===== config.mk =====
export PLATFORM = sky130hd
export DESIGN_NAME = v3n_sqrt_cell
export DESIGN_NICKNAME = d
export VERILOG_FILES = /design/src/rtl/core/vector3_normalize_defines.svh /design/src/rtl/core/v3n_pkg.sv /design/src/rtl/core/v3n_sqrt_cell.sv
export SDC_FILE = /design/constraint.sdc
export NUM_CORES = 1
export LEC_CHECK = 0
export BUFFER_PORTS_ARGS = -buffer_cell sky130_fd_sc_hd__buf_2
export CORE_AREA = 2 2 151 153
export CTS_CLUSTER_SIZE = 8
export DETAILED_ROUTE_END_ITERATION = 12
export DIE_AREA = 0 0 153 155
export PLACE_DENSITY_LB_ADDON = 0.3
export SETUP_SLACK_MARGIN = 0.2
export SYNTH_ARGS = -nofsm -noshare
export SYNTH_HDL_FRONTEND = slang
export SYNTH_SLANG_ARGS = --single-unit

===== constraint.sdc =====
create_clock -name clk_i -period 1.7 [get_ports clk_i]
set_clock_uncertainty 0.1 [all_clocks]
set_input_delay 0.255 -clock clk_i [delete_from_list [all_inputs] [get_ports clk_i]]
set_output_delay 0.255 -clock clk_i [all_outputs]
set_load 0.02 [all_outputs]

===== src/rtl/core/vector3_normalize_defines.svh =====
// Assertion macros shared by the vector normalize RTL.
`ifndef VECTOR3_NORMALIZE_DEFINES_SVH
`define VECTOR3_NORMALIZE_DEFINES_SVH

// Implication checked every clock edge outside reset.
`define V3N_ASSERT_IMPL(lbl, clk, rstn, ante, cons, msg) \
  lbl: assert property (@(posedge clk) disable iff (!rstn) (ante) |-> (cons)) \
    else $error(msg);

// Next-cycle implication checked outside reset.
`define V3N_ASSERT_NEXT(lbl, clk, rstn, ante, cons, msg) \
  lbl: assert property (@(posedge clk) disable iff (!rstn) (ante) |=> (cons)) \
    else $error(msg);

`endif


===== src/rtl/core/v3n_pkg.sv =====
`default_nettype none
package v3n_pkg;

  localparam int unsigned CompW = 24;
  localparam int unsigned SqW   = 48;
  localparam int unsigned LenW  = 24;
  localparam int unsigned UnitW = 16;
  localparam int unsigned FracShift = 14;
  // divider: numerator |c|<<14 is 38 bits, quotient fits 15 bits (<= 16384)
  localparam int unsigned QuotW = 15;
  localparam int unsigned MagW  = 23;
  localparam int unsigned NumW  = MagW + 1 + FracShift;

  typedef struct packed {
    logic signed [CompW-1:0] vec_x;
    logic signed [CompW-1:0] vec_y;
    logic signed [CompW-1:0] vec_z;
  } in_item_t;

  typedef struct packed {
    logic        [SqW-1:0]   length_squared;
    logic        [LenW-1:0]  length;
    logic signed [UnitW-1:0] unit_x;
    logic signed [UnitW-1:0] unit_y;
    logic signed [UnitW-1:0] unit_z;
    logic                    zero_vector;
  } out_item_t;

  // Data handed from cell to cell along the chain.
  typedef struct packed {
    logic                vld;
    logic [SqW-1:0]      sq;
    logic [SqW-1:0]      rem;
    logic [LenW-1:0]     root;
    logic [MagW:0]       mag_x;
    logic [MagW:0]       mag_y;
    logic [MagW:0]       mag_z;
    logic                neg_x;
    logic                neg_y;
    logic                neg_z;
  } sqrt_bus_t;

  typedef struct packed {
    logic                vld;
    logic [SqW-1:0]      sq;
    logic [LenW-1:0]     len;
    logic [NumW-1:0]     rem_x;
    logic [NumW-1:0]     rem_y;
    logic [NumW-1:0]     rem_z;
    logic [QuotW-1:0]    q_x;
    logic [QuotW-1:0]    q_y;
    logic [QuotW-1:0]    q_z;
    logic                neg_x;
    logic                neg_y;
    logic                neg_z;
  } div_bus_t;

endpackage
`default_nettype wire


===== src/rtl/core/v3n_sqrt_cell.sv =====
`default_nettype none
// One restoring square-root digit: settles root bit Bit.
module v3n_sqrt_cell import v3n_pkg::*; #(
  parameter int unsigned Bit = 0
) (
  input  wire logic      clk_i,
  input  wire logic      rst_ni,
  input  wire logic      en_i,
  input  wire sqrt_bus_t bus_i,
  output sqrt_bus_t      bus_o
);
  // trial = (root << (Bit+1)) + (1 << 2*Bit), root holds bits above Bit
  logic [SqW+1:0] trial;
  sqrt_bus_t      bus_d, bus_q;

  always_comb begin
    trial = ({26'd0, bus_i.root} << (Bit + 1)) + ({{(SqW+1){1'b0}}, 1'b1} << (2 * Bit));
    bus_d = bus_i;
    if ({2'b00, bus_i.rem} >= trial) begin
      bus_d.rem       = bus_i.rem - trial[SqW-1:0];
      bus_d.root[Bit] = 1'b1;
    end
  end

  always_ff @(posedge clk_i or negedge rst_ni) begin
    if (!rst_ni) begin
      bus_q <= '0;
    end else if (en_i) begin
      bus_q <= bus_d;
    end
  end

  assign bus_o = bus_q;
endmodule
`default_nettype wire


# --- Word-level counts from Yosys, hierarchy flattened ---
# Index checks and enable logic that the tools add are counted.
totals:
  regBits: 196
  latchBits: 0
  ramBits: 0
  mem_bits_ro: 0
  inputBits: 199
  out_inout_bits: 196
  word_cells: 15
  memories: 0
classes:
  n_addsub: 2
  mul: 0
  n_div: 0
  magnitude_cmp: 1
  eq_ne: 0
  shift: 0
  muxes: 2
  n_bitwise: 0
  n_reduce_logical: 0
op_table:
  columns: ["operator", "n"]
  rows:
  - ["48-bit by 26-bit greater-or-equal comparator with 1-bit output", 1]
  - ["48-bit two-way mux", 1]
  - ["48-bit by 26-bit subtractor with 48-bit output", 1]
  - ["25-bit by 1-bit adder with 26-bit output, second input constant", 1]
  - ["1-bit two-way mux", 1]

# --- Longest topological paths before layout ---
# Gate-level depths: netlist of run 1.
logic_depth:
  depth_word: 3
  depth_mapped: 12
  depth_no_buf: 9

# --- Least setup slack after synthesis of run 1 ---
# No wires, ideal clock.
synth_timing:
  path_kind: "input-to-reg"
  startpoint: "input port bus_i[98] (netlist bit)"
  endpoint: "register bus_q (netlist bit bus_o[144])"
  setup_time_ns: 0.082
  arrival_ns: 2.837
  path_slack_ns: -1.319
  cell_stages: 8
  n_path_buf: 0
  path_cell_list: "inv_1 ha_1 or4b_1 or4_4 a211o_4 a211o_1 or4_1 a31oi_1"
synth_via:
  elab_chain_len: 3
synth_rtl:
  columns: ["item", "line", "rtl"]
  rows:
  - ["from (decl)", "v3n_sqrt_cell.sv:9", "input wire sqrt_bus_t bus_i,"]
  - ["25-bit by 1-bit adder with 26-bit output *", "v3n_sqrt_cell.sv:17", "trial = ({26'd0, bus_i.root} << (Bit + 1)) + ({{(SqW+1){1'b0}}, 1'b1} << (2 * Bit));"]
  - ["48-bit by 26-bit subtractor with 48-bit output / 48-bit by 26-bit greater-or-equal comparator with 1-bit output (equally long branches)", "v3n_sqrt_cell.sv:20, v3n_sqrt_cell.sv:19", null]
  - ["48-bit two-way mux *", "v3n_sqrt_cell.sv:19", "if ({2'b00, bus_i.rem} >= trial) begin"]
  - ["to (signal assigned)", "v3n_sqrt_cell.sv:29", "bus_q <= bus_d;"]
  - ["to (decl)", "v3n_sqrt_cell.sv:14", "sqrt_bus_t bus_d, bus_q;"]
# Every way passes the cells marked *; elsewhere a longest branch is shown, timed or not.
# A chain may end at the register's enable or synchronous reset.

# --- Worst setup path after layout of run 1 ---
layout_timing:
  startpoint: "input port bus_i[141] (netlist bit)"
  endpoint: "register bus_q (netlist bit bus_o[145])"
layout_via:
  elab_chain_len: 2
layout_rtl:
  columns: ["item", "line"]
  rows:
  - ["48-bit by 26-bit subtractor with 48-bit output / 48-bit by 26-bit greater-or-equal comparator with 1-bit output (equally long branches)", "v3n_sqrt_cell.sv:20, v3n_sqrt_cell.sv:19"]
  - ["48-bit two-way mux *", "v3n_sqrt_cell.sv:19"]
# Marked as above.

==> flow_metrics.py, run 1 <==
metrics = {
    "outcome": {
        "outcome": "finished, violations left",
        "violations": "negative hold slack, negative setup slack",
    },
    "power_and_ir_drop": {
        "pwr-share-clk_pct": 30.4,
        "switching_share_pct": 33.71,
        "p_sw_w": 0.004547,
        "cell_internal_pwr_w": 0.008941,
        "seq_power_share_pct": 40.6,
        "ir_worst_vdd_mv": 0.6675,
        "combPwrFrac_pct": 29.0,
        "p_leak_nw": 7.604,
        "powerDensity_nw_per_um2": 836.1,
    },
    "route": {
        "vias": 9924,
        "detail-route-antenna-nets": 0,
        "wl_um": 35390,
        "first_pass_iters": 7,
        "drc": 0,
        "avgRoutedWirePerCell_um": 18.97,
        "avgViaCountPerCell": 5.318,
        "drt_iter0_markers": 466,
    },
    "timing": {
        "whs_ps": -0.9252,
        "setup_ws_ps": -916.5,
        "hold_viol": 1,
        "period_minus_slack_ps": 2616,
        "relSlewSlack_pct": 66.37,
        "timing.fmax_mhz": 382.2,
        "period_share_pct": 153.9,
        "setup_violations": 49,
        "worstMarginPinSlew_ps": 504.5,
        "rsz0062_at_grt": "true",
        "slew_viol_final": 0,
    },
    "yosys": {
        "netlist_area_um2": 9704,
        "ys_types": 66,
        "yosys_warnings": 0,
        "syn_inst": 860,
        "ys_seq_area_share_pct": 50.54,
        "synth-async-reset-ratio_pct": 100.0,
        "syn_nets": 1085,
        "syn_area_per_cell_um2": 11.28,
        "synth_ff_type": "dfrtp_1",
        "synth_seq_cells": 196,
        "synth_edf_count": 0,
    },
    "final_layout": {
        "layout_commonest_cell": "buf_2",
        "largest_reg_flops": 196,
        "regArea_um2": 4905,
        "final_cell_mix": "buf_2 (387), dfrtp_1 (196), dlygate4sd3_1 (157), buf_4 (149), mux2_2 (147)",
        "fin_nets": 1793,
        "multi_input_area_um2": 5014,
        "drive_gt1_share_pct": 52.72,
        "area_growth_pct": 66.23,
        "fill_cells": 1515,
    },
    "clock_network": {
        "numCtsBuffers": 17,
        "clk_path_buf_depth": 2,
        "cts_tree": "yes",
        "clk_latency_ps": 430,
        "htreeDepth": 4,
        "clock-sinks": 196,
        "clk_pin_slew_ps": 80,
        "cts-root-buf": "clkbuf_16",
    },
    "global_routing": {
        "grt_pass1_wl_um": 54410,
        "grt_overflow": 0,
        "grt_pass1_vias": 10460,
        "grt_usage_pct": 28.85,
        "antenna_found_initial": 4,
        "grt_max_degree": 101,
    },
    "worst_setup_path": {
        "crit_type": "input pin to register",
        "cp_data_required_time_ps": 1910,
        "worst_setup_path_end_kind": "register",
        "crit_path_start_kind": "input pin",
        "cp.arrival_ps": 2830,
        "cp_max_fo": 6,
    },
    "floorplan": {
        "rows": 55,
        "die_area_um2": 23720,
        "core_area_um2": 22230,
        "io_pins": 395,
        "die_y_um": 155,
        "die_w_um": 153,
        "start_util_pct": 43.66,
    },
    "job": {
        "cap_violations": 0,
    },
    "placed_design": {
        "gp_congestion": 0.8933,
        "dp_slack_ps": -1362,
        "io_buffers": 394,
        "place_hpwl_um": 23480,
    },
    "hold_path": {
        "worstHoldPathType": "input pin to register",
    },
}
-- through the flow --
stage          util (%)  instances  instance area [um^2]  power (W)  TNS, ps
3_3_place_gp      60.06       1664                 13350   0.008859   -59860
6_report          72.58       1866                 16130    0.01349   -39510
5_1_grt           72.58       1866                 16130    0.01402   -40800
2_1_floorplan         -        860                  9844   0.007334   -47270
3_5_place_dp      60.06       1664                 13350   0.008943   -62270
4_1_cts           71.39       1862                 15870    0.01335   -35130
-- kinds of logic (layout without fill, tap and decap cells) --
family                   after synthesis  in the layout  synth area share (%)
adder cells (fa/ha/maj)               26             26                 3.430
AND/OR/NAND/NOR                      223            223                 11.67
buffers and inverters                 69            789                 2.849
flip-flops                           196            196                 50.54
AO/OA/AOI/OAI                        176            176                 12.29
other                                  0              1                     0
XOR/XNOR                              19             19                 1.715
multiplexers                         151            151                 17.51
-- layout make-up --
type | count | area share [%]
repair buffers | 725 | 31.82
multi-input cells | 595 | 31.08
flip-flops and latches | 196 | 30.40
clock buffers | 17 | 2.637
well taps | 285 | 2.211
clock inverters | 14 | 0.9850
inverters | 33 | 0.8454
diodes | 1 | 0.01551
-- Yosys cell counts (7+ instances only) --
master / instances / area (um^2)
xor2_1: 8 / 70.07
a2bb2oi_1: 7 / 61.31
a31oi_1: 36 / 225.2
o21ai_0: 24 / 120.1
nand2_1: 67 / 251.5
inv_1: 33 / 123.9
a21o_1: 15 / 112.6
nor2_1: 56 / 210.2
nand3_1: 16 / 80.08
o31ai_1: 9 / 67.56
mux2_2: 149 / 1678
xnor2_1: 11 / 96.34
nand4_1: 10 / 62.56
ha_1: 25 / 312.8
or3_1: 10 / 62.56
or4_1: 15 / 112.6
a21oi_1: 39 / 195.2
clkbuf_1: 31 / 116.4
dfrtp_1: 196 / 4905
-- power by group through the flow --
stage | combinational (W) | sequential [W] | clock, W
2_1_floorplan | 0.00117 | 0.00617 | 0
3_3_place_gp | 0.00336 | 0.00550 | 0
3_5_place_dp | 0.00341 | 0.00553 | 0
4_1_cts | 0.00377 | 0.00544 | 0.00414
5_1_grt | 0.00417 | 0.00554 | 0.00432
6_report | 0.00391 | 0.00548 | 0.00410
-- path summary, 6_finish.rpt --
| path | from | end | slack (ps) | depth (start not counted) |
|---|---|---|---|---|
| worst max-delay path | bus_i[141] | bus_o[145] | -920 | 10 |
| worst min-delay path | bus_i[103] | bus_o[103] | -0.9 | 3 |
| worst max register to register | bus_o[146] | bus_o[146] | 730 | 3 |
| worst min register to register | bus_o[115] | bus_o[115] | 400 | 2 |
| max in group asynchronous | rst_ni | bus_o[66] | 780 | 3 |
| min in group asynchronous | rst_ni | bus_o[106] | 140 | 2 |
-- worst max-delay path, cell delays in order --
cell and delay (ps):
buf_6 100, or4_4 550, or4_4 440, a311o_1 390, buf_4 170, nor3_4 200
buf_12 150, a211oi_4 80, and3_1 190, a221o_1 300
-- repair_timing --
| item | in CTS | in global routing |
|---|---|---|
| endpoints found under the setup margin | 49 | 49 |
| pin swaps | 36 | 31 |
| gates cloned | 1 | 0 |
| endpoints found under the hold margin | 352 | 0 |
| buffers inserted | 9 | 3 |
| hold buffers | 157 | 0 |
| gates resized for setup | 64 | 43 |
-- layer usage --
layer | share of wire (%) | vias up | GRT usage, %
li1 | - | 4565 | -
met4 | 4.2 | 6 | 12.48
met5 | 0.11 | - | 0
met3 | 5.9 | 96 | 6.017
met2 | 52 | 424 | 51.83
met1 | 38 | 4833 | 33.47
Power figures use the tool's default switching activity.
==> inputs of run 2 (changes only) <==
--- a/config.mk
+++ b/config.mk
@@ -11,7 +11,8 @@
 export DETAILED_ROUTE_END_ITERATION = 12
 export DIE_AREA = 0 0 153 155
 export PLACE_DENSITY_LB_ADDON = 0.3
-export SETUP_SLACK_MARGIN = 0.2
+export SETUP_SLACK_MARGIN = 0.1
+export SLEW_MARGIN = 5
 export SYNTH_ARGS = -nofsm -noshare
 export SYNTH_HDL_FRONTEND = slang
 export SYNTH_SLANG_ARGS = --single-unit
==> run 2 against run 1 <==
Effect of this change:
- the run still ends with negative hold slack, negative setup slack left
- via count stayed put
- sequential share of layout area unchanged
- hold slack is the same
- critical path depth is the same
- sequential power is essentially flat
- core utilization unchanged
- final cell count did not move
- die area stayed put
- first-iteration DRC count unchanged
- clock-buffer cell count is the same
- sequential cell count unchanged
- combinational power barely moved
- critical path type unchanged
- critical endpoint unchanged
- largest power group unchanged
- highest routed layer unchanged
==> flow_metrics.py, run 2 (synthesis gave the netlist of run 1 again) <==
metrics = {
    "outcome": {
        "outcome": "finished, violations left",
        "violations": "negative hold slack, negative setup slack",
    },
    "timing": {
        "relSlewSlack_pct": 66.37,
        "whs_ps": -0.9252,
        "tns_ps": -39510,
        "rsz0062_at_grt": "true",
        "timing.fmax_mhz": 382.2,
        "hold_viol": 1,
        "slew_viol_final": 0,
        "setup_ws_ps": -916.5,
        "setup_violations": 49,
        "period_minus_slack_ps": 2616,
        "worstMarginPinSlew_ps": 504.5,
        "period_share_pct": 153.9,
    },
    "worst_setup_path": {
        "crit_type": "input pin to register",
        "cp.arrival_ps": 2830,
        "crit_family": "simple AND/OR/NAND/NOR gates",
        "cp_max_fo": 6,
        "critPathLaunch": "bus_i[141]",
        "crit_buf_inv": 3,
        "worst_setup_path_end_kind": "register",
        "crit_path_top_delay_cell": "or4_4",
        "timing.rr.start": "bus_o[146]",
        "crit_path_start_kind": "input pin",
        "crit_top_cell": "or4_4",
        "worstPathCellList": "buf_6, or4_4, or4_4, a311o_1, buf_4, nor3_4, buf_12, a211oi_4, and3_1, a221o_1",
        "cp_data_required_time_ps": 1910,
        "crit_path_max_incr_delay_ps": 550,
    },
    "job": {
        "cap_violations": 0,
    },
    "final_layout": {
        "layout.cells.non_filler": 1866,
        "multi_input_area_um2": 5014,
        "final_cell_mix": "buf_2 (387), dfrtp_1 (196), dlygate4sd3_1 (157), buf_4 (149), mux2_2 (147)",
        "area_growth_pct": 66.23,
        "drive_gt1_share_pct": 52.72,
        "fin_area_um2": 16130,
        "regArea_um2": 4905,
        "largest_reg_flops": 196,
        "layout_commonest_cell": "buf_2",
        "fin_nets": 1793,
        "fill_cells": 1515,
    },
    "floorplan": {
        "die_area_um2": 23720,
        "rows": 55,
        "die_y_um": 155,
        "die_w_um": 153,
        "io_pins": 395,
        "start_util_pct": 43.66,
        "core_area_um2": 22230,
    },
    "global_routing": {
        "antenna_found_initial": 4,
        "grt_pass1_wl_um": 54410,
        "grt_max_degree": 101,
        "grt_usage_pct": 28.85,
        "grt_overflow": 0,
        "grt_pass1_vias": 10460,
    },
    "route": {
        "vias": 9924,
        "wl_um": 35390,
        "drc": 0,
        "first_pass_iters": 7,
        "drt_iter0_markers": 466,
        "avgRoutedWirePerCell_um": 18.97,
        "detail-route-antenna-nets": 0,
        "avgViaCountPerCell": 5.318,
    },
    "placed_design": {
        "dpl_cell_area_um2": 13350,
        "gp_congestion": 0.8933,
        "place_hpwl_um": 23480,
        "io_buffers": 394,
        "placed_cells": 1664,
    },
    "clock_network": {
        "cts_tree": "yes",
        "numCtsBuffers": 17,
        "clk_latency_ps": 430,
        "clock-sinks": 196,
        "clk_pin_slew_ps": 80,
        "clk_path_buf_depth": 2,
        "cts-root-buf": "clkbuf_16",
        "htreeDepth": 4,
    },
    "power_and_ir_drop": {
        "p_leak_nw": 7.604,
        "ir_worst_vdd_mv": 0.6675,
        "report.power.total_w": 0.01349,
        "powerDensity_nw_per_um2": 836.1,
    },
    "hold_path": {
        "min-delay-start": "bus_i[103]",
        "worstHoldPathType": "input pin to register",
    },
}
[run 2: report_power, final]
part           switching (W)  total (W)  leakage (nW)  internal [W]
logic                0.00212    0.00391          5.05       0.00179
clock network        0.00213    0.00410         0.282       0.00197
registers           0.000301    0.00548          2.28       0.00517
total                0.00455     0.0135          7.60       0.00894
[run 2: layout make-up]
cell class	instances	share of cell area [%]
inverter	33	0.8454
timing repair buffer	725	31.82
multi-input combinational	595	31.08
sequential	196	30.40
clock buffer	17	2.637
antenna	1	0.01551
clock inverter	14	0.9850
tap	285	2.211
[run 2: routing by layer]
metal	GRT usage, %	part of all wire [%]	vias up	wire (um)
met5	0	0.11	-	39
met4	12.48	4.2	6	1470
met3	6.017	5.9	96	2090
met2	51.83	52	424	18290
met1	33.47	38	4833	13500
li1	-	-	4565	-
[run 2: timing repair]
| item | 4_1_cts | 5_1_grt |
|---|---|---|
| setup buffers | 9 | 3 |
| endpoints found under the hold margin | 352 | 0 |
| endpoints found under the setup margin | 49 | 49 |
| cloned | 1 | 0 |
| hold buffers | 157 | 0 |
| gates resized for setup | 64 | 43 |
| pin swaps | 36 | 31 |
[run 2: worst register-to-register path: stages (launching register included)]
cell,delay [ps]
dfrtp_1,400
o2bb2ai_1,130
a31oi_1,160
nand2_2,70
[run 2: worst paths after layout]
check / to / slack (ps) / cells after the start
setup / recovery: bus_o[145] / -920 / 10
hold / removal: bus_o[103] / -0.9 / 3
setup reg to reg: bus_o[146] / 730 / 3
hold reg to reg: bus_o[115] / 400 / 2
max in group asynchronous: bus_o[66] / 780 / 3
min in group asynchronous: bus_o[106] / 140 / 2
[run 2: stage by stage]
step	worst slack, ps	utilization (%)	hold WS [ps]
finish	-916.5	72.58	-0.9252
detailed placement	-1362	60.06	52.39
global placement	-1354	60.06	54.58
CTS	-819.8	71.39	0.3565
global route	-922.4	72.58	2.853
floorplan	-1184	-	-140.6
==> inputs of run 3 (changes only) <==
--- a/config.mk
+++ b/config.mk
@@ -6,10 +6,10 @@
 export NUM_CORES = 1
 export LEC_CHECK = 0
 export BUFFER_PORTS_ARGS = -buffer_cell sky130_fd_sc_hd__buf_2
-export CORE_AREA = 2 2 151 153
+export CORE_AREA = 2 2 153 155
 export CTS_CLUSTER_SIZE = 8
 export DETAILED_ROUTE_END_ITERATION = 12
-export DIE_AREA = 0 0 153 155
+export DIE_AREA = 0 0 155 157
 export PLACE_DENSITY_LB_ADDON = 0.3
 export SETUP_SLACK_MARGIN = 0.1
 export SLEW_MARGIN = 5
==> constraint.sdc (replaced) <==
create_clock -name clk_i -period 2.9 [get_ports clk_i]
set_clock_uncertainty 0.1 [all_clocks]
set_input_delay 0.435 -clock clk_i [delete_from_list [all_inputs] [get_ports clk_i]]
set_output_delay 0.435 -clock clk_i [all_outputs]
set_load 0.02 [all_outputs]
==> run 3 against run 2 <==
Effect of this change:
- the flow now finishes without violations
- worst setup slack better by 1100 ps
- critical endpoint is now bus_o[112]
- critical path depth up 2
- clock power down 41%
- sequential cell count unchanged
==> flow_metrics.py, run 3 (synthesis gave the netlist of run 1 again) <==
metrics = {
    "clock_network": {
        "clk_path_buf_depth": 2,
        "cts-root-buf": "clkbuf_16",
        "numCtsBuffers": 17,
        "cts_tree": "yes",
        "clk_latency_ps": 440,
        "htreeDepth": 4,
        "clk_pin_slew_ps": 90,
        "clock-sinks": 196,
    },
    "hold_path": {
        "worstHoldPathType": "input pin to register",
    },
    "timing": {
        "hold_viol": 0,
        "period_share_pct": 95.27,
        "worstMarginPinSlew_ps": 616.7,
        "rsz0062_at_grt": "true",
        "slew_viol_final": 0,
        "setup_violations": 0,
        "relSlewSlack_pct": 57.82,
        "timing.fmax_mhz": 362.0,
        "period_minus_slack_ps": 2763,
    },
    "final_layout": {
        "drive_gt1_share_pct": 52.64,
        "largest_reg_flops": 196,
        "fill_cells": 1967,
        "area_growth_pct": 40.07,
        "fin_nets": 1576,
        "layout.cells.non_filler": 1655,
        "layout_commonest_cell": "buf_2",
        "final_cell_mix": "buf_2 (391), dfrtp_1 (196), mux2_2 (148), buf_4 (106), nand2_1 (67)",
        "fin_area_um2": 13590,
    },
    "route": {
        "first_pass_iters": 4,
        "drc": 0,
        "drt_iter0_markers": 506,
        "vias": 8619,
        "avgViaCountPerCell": 5.208,
        "wl_um": 29690,
        "avgRoutedWirePerCell_um": 17.94,
        "detail-route-antenna-nets": 0,
    },
    "power_and_ir_drop": {
        "ir_worst_vdd_mv": 0.3614,
        "powerDensity_nw_per_um2": 554.7,
        "p_leak_nw": 6.520,
    },
    "floorplan": {
        "rows": 55,
        "die_y_um": 157,
        "start_util_pct": 43.12,
        "io_pins": 395,
        "die_area_um2": 24340,
        "die_w_um": 155,
        "core_area_um2": 22500,
    },
    "worst_setup_path": {
        "crit_path_start_kind": "input pin",
        "worst_setup_path_end_kind": "register",
        "cp.arrival_ps": 2960,
        "reg2reg_slack_ps": 1920,
        "crit_top_cell": "buf_4",
        "crit_type": "input pin to register",
        "crit_path_top_delay_cell": "or4_4",
        "worstPathCellList": "buf_2, or4_4, or4_4, a311o_1, buf_4, nor3_4, buf_4, nand2_2, buf_12, buf_4, nand2_1, a31oi_1",
        "cp_max_fo": 11,
        "cp_data_required_time_ps": 3090,
        "crit_path_max_incr_delay_ps": 550,
    },
    "global_routing": {
        "antenna_found_initial": 10,
        "grt_usage_pct": 24.25,
        "grt_pass1_wl_um": 46190,
        "grt_overflow": 0,
        "grt_max_degree": 78,
        "grt_pass1_vias": 8934,
    },
    "job": {
        "cap_violations": 0,
    },
    "placed_design": {
        "io_buffers": 394,
        "gp_congestion": 0.9329,
        "place_hpwl_um": 23110,
        "placed_cells": 1615,
        "dpl_cell_area_um2": 12930,
    },
    "outcome": {
        "outcome": "completed",
    },
}
run 3: cell type report:
cell class	instances	area (um^2)	share of cell area, %
Antenna cell	6	15.01	0.1105
Multi-Input combinational cell	595	4636	34.10
Clock inverter	14	182.7	1.344
Sequential cell	196	4905	36.08
Inverter	33	136.4	1.003
Tap cell	285	356.6	2.623
Timing Repair Buffer	508	2933	21.58
Clock buffer	18	429.2	3.157
run 3: worst max-delay path, delay by kind of cell:
| kind | cells | cell delay [ps] |
|---|---|---|
| AO/OA/AOI/OAI | 2 | 380 |
| buffers and inverters | 5 | 770 |
| AND/OR/NAND/NOR | 5 | 1380 |
run 3: final timing paths:
kind / start / end / cells after the start
min in group asynchronous: rst_ni / bus_o[106] / 2
worst max-delay path: bus_i[141] / bus_o[112] / 12
worst min-delay path: bus_i[35] / bus_o[35] / 2
max in group asynchronous: rst_ni / bus_o[63] / 3
worst min register to register: bus_o[125] / bus_o[125] / 1
worst max register to register: bus_o[145] / bus_o[145] / 1
run 3: where the power goes:
part / switching (W) / internal (W)
sequential: 0.000152 / 0.00303
combinational: 0.00111 / 0.000811
clock: 0.00125 / 0.00118
total: 0.00251 / 0.00503
run 3: routing by layer:
layer  vias up  GRT usage, %  wire (um)
li1       4132             -          -
met4         6         10.54        883
met5         -             0         37
met3        49         7.599       2270
met1      4118         28.06      11670
met2       314         41.59      14830
run 3: repair_timing:
item,CTS,global route
pin swaps,0,2
hold buffers,1,0
hold endpoints to repair,44,0
setup buffers,0,1
endpoints found under the setup margin,1,29
gates resized for setup,1,6
run 3: through the flow:
| step | utilization (%) | TNS (ps) | power [W] | hold slack, ps | setup slack [ps] |
|---|---|---|---|---|---|
| floorplan | - | -609.3 | 0.004299 | 39.41 | -164.0 |
| global placement | 57.46 | -12140 | 0.005135 | 317.1 | -320.6 |
| global route | 60.37 | 0 | 0.007896 | 100.8 | 87.88 |
| detailed placement | 57.46 | -13630 | 0.005172 | 322.6 | -372.3 |
| finish | 60.41 | 0 | 0.007540 | 111.3 | 137.3 |
| CTS | 60.24 | 0 | 0.007621 | 102.0 | 103.7 |
